## src/hdl/iass_pkg.sv

```systemverilog
// Package for the chat line style stripper: widths, codes, shared types.
// No dependencies.
package iass_pkg;

  localparam int MaxText     = 512;
  localparam int MaxSegments = 64;
  localparam int MaxSgr      = 16;
  localparam int SgrIdxW     = $clog2(MaxSgr);
  localparam int SgrCntW     = $clog2(MaxSgr + 1);
  localparam int TextCntW    = 10;
  localparam int SegCntW     = $clog2(MaxSegments + 1);
  localparam int FifoDepth   = 4;
  localparam int FifoPtrW    = $clog2(FifoDepth);

  localparam logic [3:0] BaseNone   = 4'd8;
  localparam logic [6:0] IdxDefault = 7'd99;

  localparam logic [1:0] RkText = 2'd0;
  localparam logic [1:0] RkSeg  = 2'd1;
  localparam logic [1:0] RkSum  = 2'd2;

  localparam logic [2:0] KDefault = 3'd0;
  localparam logic [2:0] KXterm   = 3'd1;
  localparam logic [2:0] KMirc    = 3'd2;
  localparam logic [2:0] KRgb     = 3'd3;
  localparam logic [2:0] KLiteral = 3'd4;

  localparam logic CfgDefFg = 1'b0;

  typedef enum logic [3:0] {
    M_NORMAL, M_FG0, M_FG1, M_FGDONE, M_BG0, M_BG1, M_ESC, M_OSC, M_CHARSET, M_CSI
  } scan_mode_e;

  typedef enum logic [1:0] {
    B_IDLE, B_SGR, B_OUT
  } back_state_e;

  typedef struct packed {
    logic [7:0] char_byte;
    logic       byte_valid;
    logic       line_end;
  } in_item_t;

  typedef struct packed {
    logic [2:0]  kind;
    logic [31:0] value;
  } color_t;

  typedef struct packed {
    logic [1:0]  result_kind;
    logic [7:0]  text_byte;
    logic [9:0]  seg_offset;
    color_t      fg;
    color_t      bg;
    logic [2:0]  style_flags;
    logic        non_ascii;
    logic        last;
  } result_t;

endpackage

```

## src/hdl/iass_fifo.sv

```systemverilog
// Short input queue between the input port and the back part.
// Depends on iass_pkg.
module iass_fifo import iass_pkg::*; (
  input  logic     clk_i,
  input  logic     rst_ni,
  input  logic     wr_i,
  input  in_item_t wdata_i,
  output logic     full_o,
  input  logic     rd_i,
  output in_item_t rdata_o,
  output logic     empty_o
);

  in_item_t              mem_q [FifoDepth];
  logic [FifoPtrW-1:0]   wptr_q, rptr_q;
  logic [FifoPtrW:0]     cnt_q;

  assign full_o  = (cnt_q == (FifoPtrW+1)'(FifoDepth));
  assign empty_o = (cnt_q == '0);
  assign rdata_o = mem_q[rptr_q];

  // advance pointers and count
  always_ff @(posedge clk_i or negedge rst_ni) begin
    if (!rst_ni) begin
      wptr_q <= '0;
      rptr_q <= '0;
      cnt_q  <= '0;
    end else begin
      if (wr_i) wptr_q <= wptr_q + 1'b1;
      if (rd_i) rptr_q <= rptr_q + 1'b1;
      cnt_q <= cnt_q + (FifoPtrW+1)'(wr_i) - (FifoPtrW+1)'(rd_i);
    end
  end

  // hold items
  always_ff @(posedge clk_i) begin
    if (wr_i) mem_q[wptr_q] <= wdata_i;
  end

endmodule

```

## src/hdl/iass_back.sv

```systemverilog
// Back part: scanner state machine, SGR walk over stored parameters, result queue.
// Depends on iass_pkg.
module iass_back import iass_pkg::*; (
  input  logic        clk_i,
  input  logic        rst_ni,
  input  logic [31:0] def_fg_i,
  input  logic [31:0] def_bg_i,
  input  logic        in_empty_i,
  input  in_item_t    in_item_i,
  output logic        in_pop_o,
  output logic        res_empty_o,
  output result_t     res_o,
  input  logic        res_pop_i
);

  // state
  scan_mode_e          mode_q, mode_d;
  color_t              sfg_q, sfg_d, sbg_q, sbg_d;
  logic [2:0]          attr_q, attr_d;
  logic [3:0]          basic_q, basic_d;
  logic                rev_q, rev_d;
  logic [6:0]          cdig_q, cdig_d;
  logic [6:0]          pfg_q, pfg_d;
  logic [15:0]         acc_q, acc_d;
  logic [15:0]         prm_q [MaxSgr];
  logic [SgrCntW-1:0]  scnt_q, scnt_d;
  logic [TextCntW-1:0] sstart_q, sstart_d, tcnt_q, tcnt_d;
  logic [SegCntW-1:0]  segc_q, segc_d;
  logic                hb_q, hb_d;
  back_state_e         st_q, st_d;
  logic [SgrCntW-1:0]  k_q, k_d;
  in_item_t            cur_q;
  logic                pw_en;
  logic [SgrIdxW-1:0]  pw_idx;
  logic [15:0]         pw_val;

  // staged results of the current item
  result_t             rb_q [3];
  logic [1:0]          rn_q;
  logic [1:0]          ro_q;
  result_t             rb_d [3];
  logic [1:0]          rn_d;

  assign res_empty_o = (st_q != B_OUT);
  assign res_o       = rb_q[ro_q];

  // walk step helpers
  function automatic logic [7:0] clampb(input logic [15:0] v);
    return (v > 16'd255) ? 8'hFF : v[7:0];
  endfunction

  function automatic logic [15:0] prm_at(input logic [SgrCntW-1:0] i,
                                         input logic [15:0] p [MaxSgr]);
    return p[i[SgrIdxW-1:0]];
  endfunction

  // main combinational step
  always_comb begin
    result_t     r;
    color_t      fgc, bgc, col;
    logic        dig, fin, sgr_go, redo, endl;
    logic [7:0]  c;
    logic [3:0]  d;
    logic [6:0]  fgi, bgi;
    logic        do_color;
    logic [15:0] p, md;
    logic [19:0] accx;
    logic        stop;
    logic [SgrCntW-1:0] step;

    mode_d = mode_q; sfg_d = sfg_q; sbg_d = sbg_q; attr_d = attr_q; basic_d = basic_q;
    rev_d = rev_q; cdig_d = cdig_q; pfg_d = pfg_q; acc_d = acc_q; scnt_d = scnt_q;
    sstart_d = sstart_q; tcnt_d = tcnt_q; segc_d = segc_q; hb_d = hb_q;
    st_d = st_q; k_d = k_q; rn_d = rn_q; rb_d = rb_q;
    in_pop_o = 1'b0; pw_en = 1'b0; pw_idx = '0; pw_val = acc_q;
    r = '0; fgc = '0; bgc = '0; col = '0; dig = 1'b0; fin = 1'b0; sgr_go = 1'b0;
    redo = 1'b0; endl = 1'b0; c = cur_q.char_byte; d = '0; fgi = IdxDefault;
    bgi = IdxDefault; do_color = 1'b0; p = '0; md = '0; accx = '0; stop = 1'b0;
    step = '0;

    case (st_q)
      B_IDLE: begin
        if (!in_empty_i) begin
          in_pop_o = 1'b1;
          c = in_item_i.char_byte;
          rn_d = '0;
          dig = (c >= "0") && (c <= "9");
          d = dig ? 4'(c - "0") : 4'd0;
          if (in_item_i.byte_valid) begin
            case (mode_q)
              M_FG0: begin
                if (dig) begin cdig_d = 7'(d); mode_d = M_FG1; end
                else if (c == ",") begin pfg_d = IdxDefault; mode_d = M_BG0; end
                else begin do_color = 1'b1; redo = 1'b1; end
              end
              M_FG1: begin
                if (dig) begin
                  pfg_d = 7'(cdig_q * 7'd10 + 7'(d)); mode_d = M_FGDONE;
                end else if (c == ",") begin pfg_d = cdig_q; mode_d = M_BG0; end
                else begin do_color = 1'b1; fgi = cdig_q; redo = 1'b1; end
              end
              M_FGDONE: begin
                if (c == ",") mode_d = M_BG0;
                else begin do_color = 1'b1; fgi = pfg_q; redo = 1'b1; end
              end
              M_BG0: begin
                if (dig) begin cdig_d = 7'(d); mode_d = M_BG1; end
                else begin do_color = 1'b1; fgi = pfg_q; redo = 1'b1; end
              end
              M_BG1: begin
                do_color = 1'b1; fgi = pfg_q;
                if (dig) bgi = 7'(cdig_q * 7'd10 + 7'(d));
                else begin bgi = cdig_q; redo = 1'b1; end
              end
              M_ESC: begin
                if (c == "]") mode_d = M_OSC;
                else if (c == "[") begin mode_d = M_CSI; scnt_d = '0; acc_d = '0; end
                else if (c == "(" || c == ")" || c == "#") mode_d = M_CHARSET;
                else mode_d = M_NORMAL;
              end
              M_OSC: if (c == 8'h07) mode_d = M_NORMAL;
              M_CHARSET: mode_d = M_NORMAL;
              M_CSI: begin
                if (dig) begin
                  accx = 20'(acc_q) * 20'd10 + 20'(d);
                  acc_d = (accx > 20'd65535) ? 16'hFFFF : accx[15:0];
                end else if (c == ";" || c == ":") begin
                  fin = 1'b1;
                end else if (c >= 8'h20 && c <= 8'h3F) begin
                  // intermediate: skip
                end else if (c >= 8'h40 && c <= 8'h7E) begin
                  mode_d = M_NORMAL;
                  if (c == "m") begin fin = 1'b1; sgr_go = 1'b1; end
                end else redo = 1'b1;
              end
              default: redo = 1'b1;
            endcase
          end
          if (do_color) begin
            sfg_d = (fgi != IdxDefault) ? color_t'{KMirc, 32'(fgi)} : color_t'{KDefault, 32'd0};
            basic_d = BaseNone;
            if (bgi != IdxDefault) sbg_d = color_t'{KMirc, 32'(bgi)};
            sstart_d = tcnt_q;
            mode_d = M_NORMAL;
          end
          // push parameter
          if (fin) begin
            if (scnt_q < SgrCntW'(MaxSgr)) begin
              pw_en = 1'b1; pw_idx = scnt_q[SgrIdxW-1:0]; scnt_d = scnt_q + 1'b1;
            end
            acc_d = '0;
          end
          // plain byte handling
          if (redo) begin
            mode_d = M_NORMAL;
            if (c == 8'h02 || c == 8'h16 || c == 8'h1F || c == 8'h0F || c == 8'h03 ||
                c == 8'h1B) begin
              if (tcnt_q > sstart_d && segc_q < SegCntW'(MaxSegments)) begin
                fgc = sfg_d; bgc = sbg_d;
                if (rev_q) begin
                  fgc = (sbg_d.kind == KDefault) ? color_t'{KLiteral, def_bg_i} : sbg_d;
                  bgc = (sfg_d.kind == KDefault) ? color_t'{KLiteral, def_fg_i} : sfg_d;
                end
                r = '0; r.result_kind = RkSeg; r.seg_offset = sstart_d;
                r.fg = fgc; r.bg = bgc; r.style_flags = attr_q;
                rb_d[0] = r; rn_d = 2'd1; segc_d = segc_q + 1'b1;
              end
              if (c == 8'h02) attr_d = attr_q ^ 3'b001;
              else if (c == 8'h16) attr_d = attr_q ^ 3'b010;
              else if (c == 8'h1F) attr_d = attr_q ^ 3'b100;
              else if (c == 8'h0F) begin
                sfg_d = '0; sbg_d = '0; attr_d = '0; basic_d = BaseNone; rev_d = 1'b0;
              end else if (c == 8'h03) mode_d = M_FG0;
              else mode_d = M_ESC;
              sstart_d = tcnt_q;
            end else if (tcnt_q < TextCntW'(MaxText)) begin
              r = '0; r.result_kind = RkText; r.text_byte = c;
              rb_d[0] = r; rn_d = 2'd1;
              tcnt_d = tcnt_q + 1'b1;
              if (c[7]) hb_d = 1'b1;
            end
          end
          if (sgr_go) begin
            st_d = B_SGR; k_d = '0;
          end else begin
            endl = in_item_i.line_end;
          end
        end
      end

      B_SGR: begin
        // one parameter (or one extended group) per cycle
        stop = 1'b0; step = SgrCntW'(1);
        if (k_q >= scnt_q) stop = 1'b1;
        else begin
          p = prm_at(k_q, prm_q);
          if (p == 16'd0) begin
            sfg_d = '0; sbg_d = '0; attr_d = '0; basic_d = BaseNone; rev_d = 1'b0;
          end else if (p == 16'd1) begin
            attr_d[0] = 1'b1;
            if (basic_q < 4'd8) sfg_d = color_t'{KXterm, 32'(basic_q) + 32'd8};
          end else if (p == 16'd3) attr_d[1] = 1'b1;
          else if (p == 16'd4) attr_d[2] = 1'b1;
          else if (p == 16'd7) rev_d = 1'b1;
          else if (p == 16'd22) begin
            attr_d[0] = 1'b0;
            if (basic_q < 4'd8) sfg_d = color_t'{KXterm, 32'(basic_q)};
          end else if (p == 16'd23) attr_d[1] = 1'b0;
          else if (p == 16'd24) attr_d[2] = 1'b0;
          else if (p == 16'd27) rev_d = 1'b0;
          else if (p == 16'd39) begin sfg_d = '0; basic_d = BaseNone; end
          else if (p == 16'd49) sbg_d = '0;
          else if (p == 16'd38 || p == 16'd48) begin
            if (k_q + 1'b1 >= scnt_q) stop = 1'b1;
            else begin
              md = prm_at(k_q + 1'b1, prm_q);
              if (md == 16'd5) begin
                if (k_q + 2'd2 >= scnt_q) stop = 1'b1;
                else begin
                  col = color_t'{KXterm, 32'(clampb(prm_at(k_q + 2'd2, prm_q)))};
                  step = SgrCntW'(3);
                end
              end else if (md == 16'd2) begin
                if ((SgrCntW+1)'(k_q) + 4 >= (SgrCntW+1)'(scnt_q)) stop = 1'b1;
                else begin
                  col = color_t'{KRgb, {8'd0, clampb(prm_at(k_q + 2'd2, prm_q)),
                                 clampb(prm_at(k_q + 2'd3, prm_q)),
                                 clampb(prm_at(SgrCntW'(k_q + 3'd4), prm_q))}};
                  step = SgrCntW'(5);
                end
              end else stop = 1'b1;
              if (!stop) begin
                if (p == 16'd38) begin sfg_d = col; basic_d = BaseNone; end
                else sbg_d = col;
              end
            end
          end else if (p >= 16'd30 && p <= 16'd37) begin
            basic_d = 4'(p - 16'd30);
            sfg_d = color_t'{KXterm, attr_q[0] ? 32'(p - 16'd22) : 32'(p - 16'd30)};
          end else if (p >= 16'd40 && p <= 16'd47) sbg_d = color_t'{KXterm, 32'(p - 16'd40)};
          else if (p >= 16'd90 && p <= 16'd97) begin
            sfg_d = color_t'{KXterm, 32'(p - 16'd82)}; basic_d = BaseNone;
          end else if (p >= 16'd100 && p <= 16'd107)
            sbg_d = color_t'{KXterm, 32'(p - 16'd92)};
        end
        // k may step past count; widen to avoid wrap
        if (stop || ((SgrCntW+1)'(k_q) + (SgrCntW+1)'(step) >= (SgrCntW+1)'(scnt_q)))
        begin
          k_d = '0;
          endl = cur_q.line_end;
          st_d = B_IDLE;
        end else k_d = k_q + step;
      end

      B_OUT: begin
        if (res_pop_i && ro_q == rn_q - 1'b1) st_d = B_IDLE;
      end

      default: st_d = B_IDLE;
    endcase

    // line end: flush, summary, clear
    if (endl) begin
      if (tcnt_d > sstart_d && segc_d < SegCntW'(MaxSegments)) begin
        fgc = sfg_d; bgc = sbg_d;
        if (rev_d) begin
          fgc = (sbg_d.kind == KDefault) ? color_t'{KLiteral, def_bg_i} : sbg_d;
          bgc = (sfg_d.kind == KDefault) ? color_t'{KLiteral, def_fg_i} : sfg_d;
        end
        r = '0; r.result_kind = RkSeg; r.seg_offset = sstart_d;
        r.fg = fgc; r.bg = bgc; r.style_flags = attr_d;
        rb_d[rn_d] = r; rn_d = rn_d + 1'b1;
      end
      r = '0; r.result_kind = RkSum; r.non_ascii = hb_d;
      rb_d[rn_d] = r; rn_d = rn_d + 1'b1;
      mode_d = M_NORMAL; sfg_d = '0; sbg_d = '0; attr_d = '0; basic_d = BaseNone;
      rev_d = 1'b0; cdig_d = '0; pfg_d = IdxDefault; acc_d = '0; scnt_d = '0;
      sstart_d = '0; tcnt_d = '0; segc_d = '0; hb_d = 1'b0;
    end
    // mark last and go show results
    if ((st_q == B_IDLE && !in_empty_i && st_d == B_IDLE) ||
        (st_q == B_SGR && st_d == B_IDLE)) begin
      if (rn_d != '0) begin
        rb_d[rn_d - 1'b1].last = 1'b1;
        st_d = B_OUT;
      end
    end
  end

  // registers with reset
  always_ff @(posedge clk_i or negedge rst_ni) begin
    if (!rst_ni) begin
      mode_q <= M_NORMAL; sfg_q <= '0; sbg_q <= '0; attr_q <= '0; basic_q <= BaseNone;
      rev_q <= 1'b0; cdig_q <= '0; pfg_q <= IdxDefault; acc_q <= '0; scnt_q <= '0;
      sstart_q <= '0; tcnt_q <= '0; segc_q <= '0; hb_q <= 1'b0;
      st_q <= B_IDLE; k_q <= '0; rn_q <= '0; ro_q <= '0;
    end else begin
      mode_q <= mode_d; sfg_q <= sfg_d; sbg_q <= sbg_d; attr_q <= attr_d;
      basic_q <= basic_d; rev_q <= rev_d; cdig_q <= cdig_d; pfg_q <= pfg_d;
      acc_q <= acc_d; scnt_q <= scnt_d; sstart_q <= sstart_d; tcnt_q <= tcnt_d;
      segc_q <= segc_d; hb_q <= hb_d; st_q <= st_d; k_q <= k_d; rn_q <= rn_d;
      if (st_q != B_OUT) ro_q <= '0;
      else if (res_pop_i) ro_q <= ro_q + 1'b1;
    end
  end

  // payload registers
  always_ff @(posedge clk_i) begin
    if (in_pop_o) cur_q <= in_item_i;
    if (pw_en) prm_q[pw_idx] <= pw_val;
    rb_q <= rb_d;
  end

`ifndef NO_ASSERTIONS
  a_pop_idle: assert property (@(posedge clk_i) disable iff (!rst_ni)
    in_pop_o |-> st_q == B_IDLE) else $error("input taken while busy");
  a_out_cnt: assert property (@(posedge clk_i) disable iff (!rst_ni)
    st_q == B_OUT |-> rn_q != '0 && ro_q < rn_q) else $error("bad result count");
  a_last: assert property (@(posedge clk_i) disable iff (!rst_ni)
    st_q == B_OUT |-> (res_o.last == (ro_q == rn_q - 1'b1))) else $error("last flag");
  a_text: assert property (@(posedge clk_i) disable iff (!rst_ni)
    tcnt_q <= TextCntW'(MaxText)) else $error("text count overflow");
`endif

endmodule

```

## src/hdl/irc_ansi_style_stripper_core.sv

```systemverilog
// Top level of the chat line style stripper: input queue plus back part.
// Depends on iass_pkg, iass_fifo, iass_back.
//   channel   direction  handshake                 payload
//   input     in         push / full               char_byte_i byte_valid_i line_end_i
//   result    out        empty / pop               result_kind_o .. last_o
//   config    in         cfg_valid_i / cfg_ready_o cfg_index_i cfg_data_i
// An item is taken from the queue in B_IDLE and its results are then popped one at a time
// in B_OUT; an SGR final byte first walks each parameter or extended colour group in B_SGR.
// The four-entry input queue keeps accepting until full while results wait to be popped.
// Reset clears all line state; stored SGR values are undefined until written.
module irc_ansi_style_stripper_core import iass_pkg::*; (
  input  logic        clk_i,
  input  logic        rst_ni,
  input  logic        push,
  output logic        full,
  input  logic [7:0]  char_byte_i,
  input  logic        byte_valid_i,
  input  logic        line_end_i,
  output logic        empty,
  input  logic        pop,
  output logic [1:0]  result_kind_o,
  output logic [7:0]  text_byte_o,
  output logic [9:0]  seg_offset_o,
  output logic [2:0]  fg_kind_o,
  output logic [31:0] fg_value_o,
  output logic [2:0]  bg_kind_o,
  output logic [31:0] bg_value_o,
  output logic [2:0]  style_flags_o,
  output logic        non_ascii_o,
  output logic        last_o,
  input  logic        cfg_valid_i,
  output logic        cfg_ready_o,
  input  logic        cfg_index_i,
  input  logic [31:0] cfg_data_i
);

  logic [31:0] def_fg_q, def_bg_q;
  in_item_t    wi, ri;
  logic        q_empty, q_pop;
  result_t     res;

  assign cfg_ready_o = 1'b1;

  // config registers
  always_ff @(posedge clk_i or negedge rst_ni) begin
    if (!rst_ni) begin
      def_fg_q <= '0;
      def_bg_q <= '0;
    end else if (cfg_valid_i) begin
      if (cfg_index_i == CfgDefFg) def_fg_q <= cfg_data_i;
      else def_bg_q <= cfg_data_i;
    end
  end

  assign wi = '{char_byte: char_byte_i, byte_valid: byte_valid_i, line_end: line_end_i};

  iass_fifo u_fifo (
    .clk_i, .rst_ni, .wr_i(push && !full), .wdata_i(wi), .full_o(full),
    .rd_i(q_pop), .rdata_o(ri), .empty_o(q_empty)
  );

  iass_back u_back (
    .clk_i, .rst_ni, .def_fg_i(def_fg_q), .def_bg_i(def_bg_q),
    .in_empty_i(q_empty), .in_item_i(ri), .in_pop_o(q_pop),
    .res_empty_o(empty), .res_o(res), .res_pop_i(pop)
  );

  assign result_kind_o = res.result_kind;
  assign text_byte_o   = res.text_byte;
  assign seg_offset_o  = res.seg_offset;
  assign fg_kind_o     = res.fg.kind;
  assign fg_value_o    = res.fg.value;
  assign bg_kind_o     = res.bg.kind;
  assign bg_value_o    = res.bg.value;
  assign style_flags_o = res.style_flags;
  assign non_ascii_o   = res.non_ascii;
  assign last_o        = res.last;

endmodule

```

## config.mk

```make
export PLATFORM = sky130hd
export DESIGN_NAME = irc_ansi_style_stripper_core
export DESIGN_NICKNAME = d
export VERILOG_FILES = /design/src/hdl/iass_pkg.sv /design/src/hdl/iass_fifo.sv /design/src/hdl/iass_back.sv /design/src/hdl/irc_ansi_style_stripper_core.sv
export SDC_FILE = /design/constraint.sdc
export NUM_CORES = 2
export LEC_CHECK = 0
export BUFFER_PORTS_ARGS = -buffer_cell sky130_fd_sc_hd__buf_2
export CORE_MARGIN = 2
export CORE_UTILIZATION = 39
export DETAILED_ROUTE_END_ITERATION = 8
export GPL_ROUTABILITY_DRIVEN = 0
export PLACE_DENSITY = 0.58
export SLEW_MARGIN = 20
export SYNTH_ARGS = -nofsm -noshare
export SYNTH_HDL_FRONTEND = slang
export SYNTH_SLANG_ARGS = --single-unit
```

## constraint.sdc

```tcl
create_clock -name clk_i -period 17.73 [get_ports clk_i]
set_input_delay 0.8865 -clock clk_i [delete_from_list [all_inputs] [get_ports clk_i]]
set_output_delay 0.8865 -clock clk_i [all_outputs]
set_load 0.01 [all_outputs]
```

Yosys cells after proc, flatten, opt, wreduce, memory -nomap -nowiden
Memory sizes are Yosys's and may differ from the RTL's.
Cells that the tools add are included.
{"block": "totals", "reg_bits": 769, "ram_bits": 40, "memories": 1}
{"block": "classes", "add_sub_neg": 29, "multipliers": 2, "n_lt_le_gt_ge": 44, "eq_ne": 76, "mux": 420, "bitwise_logic": 14, "reduce_logical": 65}
{"memory": "u_fifo.mem_q", "depth": 4, "word_bits": 10, "rd": 1, "rd_clocked_by_memory_dff": 0, "wr": 1, "line_no": "iass_fifo.sv:14", "source": "in_item_t mem_q [FifoDepth];"}
{"cell": "35-bit 2-to-1 mux", "count": 78}
{"cell": "285-bit 2-to-1 mux", "count": 5}
{"cell": "95-bit 2-to-1 mux", "count": 10}
{"cell": "285-bit bitwise mux", "count": 3}
{"cell": "95-bit demux with 2-bit select", "count": 3}
{"cell": "16-bit binary-select mux with 4-bit select", "count": 5}
{"cell": "16-bit 2-to-1 mux", "count": 20}
{"cell": "256-bit bitwise mux", "count": 1}
{"cell": "4-bit 2-to-1 mux", "count": 56}
{"cell": "7-bit 2-to-1 mux", "count": 31}
{"cell": "95-bit binary-select mux with 2-bit select", "count": 1}
{"cell": "5-bit 2-to-1 mux", "count": 29}
{"cell": "10-bit 2-to-1 mux", "count": 14}
{"cell": "35-bit one-hot mux with 2 select lines", "count": 2}
{"cell": "1-bit 2-to-1 mux", "count": 110}
{"cell": "34-bit 2-to-1 mux", "count": 2}
{"cell": "16-bit demux with 4-bit select", "count": 1}
{"cell": "16-bit by 5-bit equality test with 1-bit output (second input constant)", "count": 4}
{"cell": "16-bit by 6-bit equality test with 1-bit output (second input constant)", "count": 4}
{"cell": "16-bit by 3-bit equality test with 1-bit output (second input constant)", "count": 3}
{"cell": "8-bit by 6-bit equality test with 1-bit output (second input constant)", "count": 6}
{"cell": "16-bit by 8-bit > comparator with 1-bit output (second input constant)", "count": 3}
{"cell": "3-bit 2-to-1 mux", "count": 13}
{"cell": "2-bit 2-to-1 mux", "count": 19}
{"cell": "110 further kinds", "count": 227}

Depth between registers and ports, before layout
{"block": "depth", "depth_word": 53, "mapped_depth": 36, "depth_no_buf": 26}

Hierarchy
A second synthesis with hierarchy kept.
{"block": "hier_totals", "hier_cells": 4783, "area_unflattened_um2": 48664.2}
{"module": "iass_back", "instances": 1, "cells_per_inst": 4557, "area_per_inst_um2": 44385.1}
{"module": "irc_ansi_style_stripper_core", "instances": 1, "cells_per_inst": 140, "area_per_inst_um2": 2443.6}
{"module": "iass_fifo", "instances": 1, "cells_per_inst": 86, "area_per_inst_um2": 1835.5}

Worst setup path before layout
No wires, ideal clock.
{"block": "synth_timing", "kind": "reg-to-reg", "from": "reg u_back.k_q[1]", "to": "reg u_back.rb_q[100] in the netlist's numbering, enable pin", "setup_ns": 0.664, "t_arrival_ns": 13.362, "required_ns": 17.066, "setup_slack_ns": 3.704, "stages_incl_launch_ff": 30, "n_path_buf": 10, "period_less_slack_ns": 14.026, "path_cell_list": "dfrtp_1 -> buf_2 -> buf_4 -> buf_4 -> buf_2 -> buf_1 -> clkbuf_1 -> clkbuf_1 -> mux4_2 -> mux4_2 -> inv_1 -> ha_1 -> nand2_1 -> o32ai_1 -> o21ai_0 -> nor2_1 -> clkbuf_1 -> and3_1 -> ha_1 -> a21o_1 -> a21oi_1 -> xnor2_1 -> ha_1 -> nor2b_1 -> o21ai_0 -> o2111ai_1 -> a32o_1 -> buf_2 -> buf_2 -> a21boi_0"}
{"block": "synth_via", "elab_chain_cells": 52, "word_cells_on_any_way": 200}
{"item": "start: declaration", "line_no": "iass_back.sv:31", "source": "logic [SgrCntW-1:0] k_q, k_d;"}
{"item": "start signal: assignment", "line_no": "iass_back.sv:296", "source": "st_q <= B_IDLE; k_q <= '0; rn_q <= '0; ro_q <= '0;"}
{"item": "start signal: assignment", "line_no": "iass_back.sv:301", "source": "segc_q <= segc_d; hb_q <= hb_d; st_q <= st_d; k_q <= k_d; rn_q <= rn_d;"}
{"item": "5-bit by 1-bit adder with 5-bit output", "line_no": "iass_back.sv:214", "source": "if (k_q + 1'b1 >= scnt_q) stop = 1'b1;"}
{"item": "4-bit inverter with 5-bit output (implied by the code)", "line_no": "iass_back.sv:54", "source": "return p[i[SgrIdxW-1:0]];"}
{"item": "16-bit binary-select mux with 4-bit select", "line_no": "iass_back.sv:54"}
{"item": "16-bit 2-to-1 mux (implied by the code) (2 in a row)", "line_no": "iass_back.sv:54"}
{"item": "16-bit by 2-bit equality test with 1-bit output", "line_no": "iass_back.sv:223", "source": "end else if (md == 16'd2) begin"}
{"item": "1-bit 2-to-1 mux", "line_no": "iass_back.sv:223"}
{"item": "1-bit 2-to-1 mux", "line_no": "iass_back.sv:217", "source": "if (md == 16'd5) begin"}
{"item": "1-bit 2-to-1 mux", "line_no": "iass_back.sv:214"}
{"item": "[... 35 more ...]"}
{"item": "285-bit bitwise mux", "line_no": "iass_back.sv:272", "source": "rb_d[rn_d] = r; rn_d = rn_d + 1'b1;"}
{"item": "285-bit 2-to-1 mux", "line_no": "iass_back.sv:264", "source": "if (tcnt_d > sstart_d && segc_d < SegCntW'(MaxSegments)) begin"}
{"item": "285-bit 2-to-1 mux", "line_no": "iass_back.sv:263", "source": "if (endl) begin"}
{"item": "285-bit bitwise mux", "line_no": "iass_back.sv:275", "source": "rb_d[rn_d] = r; rn_d = rn_d + 1'b1;"}
{"item": "285-bit 2-to-1 mux", "line_no": "iass_back.sv:263"}
{"item": "285-bit bitwise mux", "line_no": "iass_back.sv:284", "source": "rb_d[rn_d - 1'b1].last = 1'b1;"}
{"item": "285-bit 2-to-1 mux", "line_no": "iass_back.sv:283", "source": "if (rn_d != '0) begin"}
{"item": "285-bit 2-to-1 mux *", "line_no": "iass_back.sv:281", "source": "if ((st_q == B_IDLE && !in_empty_i && st_d == B_IDLE) ||"}
{"item": "end signal: assignment", "line_no": "iass_back.sv:311", "source": "rb_q <= rb_d;"}
{"item": "end: declaration", "line_no": "iass_back.sv:38", "source": "result_t rb_q [3];"}
Mark *: on every way between the ends. The rest lies on a longest branch, timed or not. The select of a mux whose other input is x is not followed.
A chain may end at the register's enable or synchronous reset.

==> results.toml <==
[timing]
setup_tns_ps = 0
setup_viol = 0
finalHoldViolCount = 0
slew_violations = 0
clock.fmax_mhz = 95.5
fin_crit_ps = 10470
post-route-period-util_pct = 59.0
hold_ws_ps = 203
tightest_slew_ps = 1280
rsz0062_at_grt = "false"
relSlewSlack_pct = 14.3
finClkSkew_ps = 45.2
setup_ws_ps = 7260

[clock_tree]
cts_resized = 0
numClockSinks = 790
clockBufferDepth = 3
ctsRootBufferMaster = "clkbuf_16"
cts_hold_buf = 0
cts_setup_buffers = 0
numCtsBuffers = 86
clk_pin_slew_worst_paths_ps = 60
clk_latency_ps = 700
htreeDepth = 3
cts_tree = "done"

[placement]
io_buffers = 144
dpl.hpwl_um = 133000
placed_area_sq_um = 51200
dp_worst_setup_slack_ps = 7510

[die]
ios = 146
dieArea_sq_um = 128000
die_h_um = 357
die_x_um = 357
core_sq_um = 124000
start_util_pct = 39.3
placementRows = 129

[layout]
multiInputGateArea_sq_um = 25500
drive_above_1_share_pct = 15.9
final_cell_mix = "nand2_1 (537), nor2_1 (493), edfxtp_1 (469)"
area_delta_synth_final_pct = 10.9
layout.nets = 4965
final_common_cell = "nand2_1"
seq_area_sq_um = 21700
nFillCells = 11748
fin_area_sq_um = 54000

[logic_synthesis]
synthCells = 4767
yosys.area_share.xor_xnor_pct = 1.30
syn_avg_cell_area_sq_um = 10.2
synth_compound_area_share_pct = 17.2
synth-adder-area-share_pct = 3.13
synth_edf_count = 469
synth_top_family_by_area = "compound AO/OA/AOI/OAI gates"
synth_ff_type = "edfxtp_1"
muxShareOfSynthArea_pct = 14.3
synth.cell_area_sq_um = 48700
synth.distinct_cells = 117
async_flop_share_pct = 28.4
yosys.area_share.simple_pct = 16.1
ys_seq_area_share_pct = 44.4
synth_warnings = 0
syn-num-nets = 4933
ys_ff_latch = 790

[route]
vias = 42596
wl_um = 187000
drc = 435
antenna_left = 0
routedWlPerCell_um = 28.7
via_per_inst = 6.55
drtPass1Iterations = 9
drt_iter0_drc = 6964

[setup_path]
arrival_ps = 11050
crit_fanout = 62
cp-start-kind = "flip-flop"
worstSetupPathType = "reg -> reg"
cp-end-kind = "flip-flop"
crit_required_ps = 18310

[run_status]
status = "complete, but fails checks"
violations = "DRC"

[grt]
grt_pass1_vias = 40659
antenna_found_initial = 6
grt_pass1_wl_um = 275000
gr-total-overflow = 0
grt_max_degree = 128
grt_usage_pct = 28.7

[power]
leakage_nw = 18.9
power.total_mw = 6.17
power.density_nw_per_um2 = 114
peakVddDrop_mv = 0.0959

[min_path]
min-delay-path-class = "in -> async"

[flow_run]
drv_cap = 0
==> power by group <==
group	internal (mW)	switching, mW
Combinational	0.571	1.47
Clock	1.01	0.788
Sequential	2.19	0.155
Total	3.76	2.41
==> stage by stage <==
stage / std cells / utilization (%)
after global placement: 6347 / 41.3
after detailed placement: 6347 / 41.3
after CTS: 6506 / 43.6
final: 6508 / 43.6
after global routing: 6507 / 43.6
after floorplan: 4767 / -
==> synth_stat cells (55+ instances only) <==
library cell    n  area [sq um]
nor2_1        496          1860
a21oi_1       236          1180
nand2_1       538          2020
ha_1          112          1400
mux2_2         89          1000
nand3_1       108           541
mux2i_1       184          1840
clkbuf_1      206           773
o22ai_1        90           563
inv_1          78           293
mux4_2        180          4050
buf_2          55           275
nor4_1         63           394
o21ai_0       318          1590
edfxtp_1      469         14100
nor2b_1        56           350
dfrtp_1       219          5480
a22oi_1        64           480
nor3_1        102           510
dfxtp_1        97          1940
and2_1         61           382
==> path summary, 6_finish.rpt <==
check                                 startpoint                  to  slack (ps)  cells after the start
worst min-delay path                      rst_ni        def_bg_q[23]         200                      1
worst max register to register     u_back.k_q[0]    u_back.rb_q[195]        7260                     24
worst min register to register  u_back.rb_q[191]    u_back.rb_q[191]         470                      2
max in group asynchronous                 rst_ni      u_back.ro_q[0]       16070                      2
min in group clk_i                char_byte_i[3]  u_fifo.mem_q[0][5]         430                      1
worst max-delay path               u_back.k_q[0]    u_back.rb_q[195]        7260                     24
==> layer usage <==
layer	GRT usage (%)	wire length (um)
met4	14.3	11400
met1	37.9	73700
met2	43.6	81600
met5	0.0741	43
met3	7.65	20400
==> critical path, cell delays in order (launching register included) <==
cell and delay [ps]:
dfrtp_4 780, buf_4 600, buf_4 860, nor2b_1 300, a22oi_1 160, nand3_1 130, and2_1 430, clkinv_1 620
nor2_1 810, nand3_1 750, nand2_1 480, nor3_1 120, ha_1 350, a21oi_1 230, xnor2_1 150, ha_1 240
nor2b_1 120, o21ai_0 160, o2111ai_1 220, a32o_4 600, nand3b_1 510, buf_4 690, nor2_1 390, a22o_1 300
a221o_1 260
==> cells by family after synthesis <==
family / after synthesis
simple gates: 1681
compound gates: 1248
flops: 790
mux: 459
buf+inv: 400
fa+ha+maj: 118
xor+xnor: 70
other cells: 1
==> final cells by class <==
cell class | instances | area share [%]
Clock inverter | 45 | 0.846
Clock buffer | 114 | 4.31
Antenna cell | 1 | 0.00464
Sequential cell | 790 | 40.1
Tap cell | 1637 | 3.79
Inverter | 82 | 0.570
Multi-Input combinational cell | 3577 | 47.3
Timing Repair Buffer | 262 | 3.02
==> state kept, by name, summed over array words and instances (netlist names), 3 cells and up <==
name and flops:
def_bg_q 32, def_fg_q 32, u_back.acc_q 16, u_back.attr_q 3
u_back.basic_q 4, u_back.cdig_q 4, u_back.k_q 5, u_back.mode_q 4
u_back.pfg_q 7, u_back.prm_q 256, u_back.rb_q 269, u_back.sbg_q 35
u_back.scnt_q 5, u_back.segc_q 7, u_back.sfg_q 35, u_back.sstart_q 10
u_back.tcnt_q 10, u_fifo.cnt_q 3, u_fifo.mem_q 40
No activity file was read; power rests on OpenSTA's default activity.
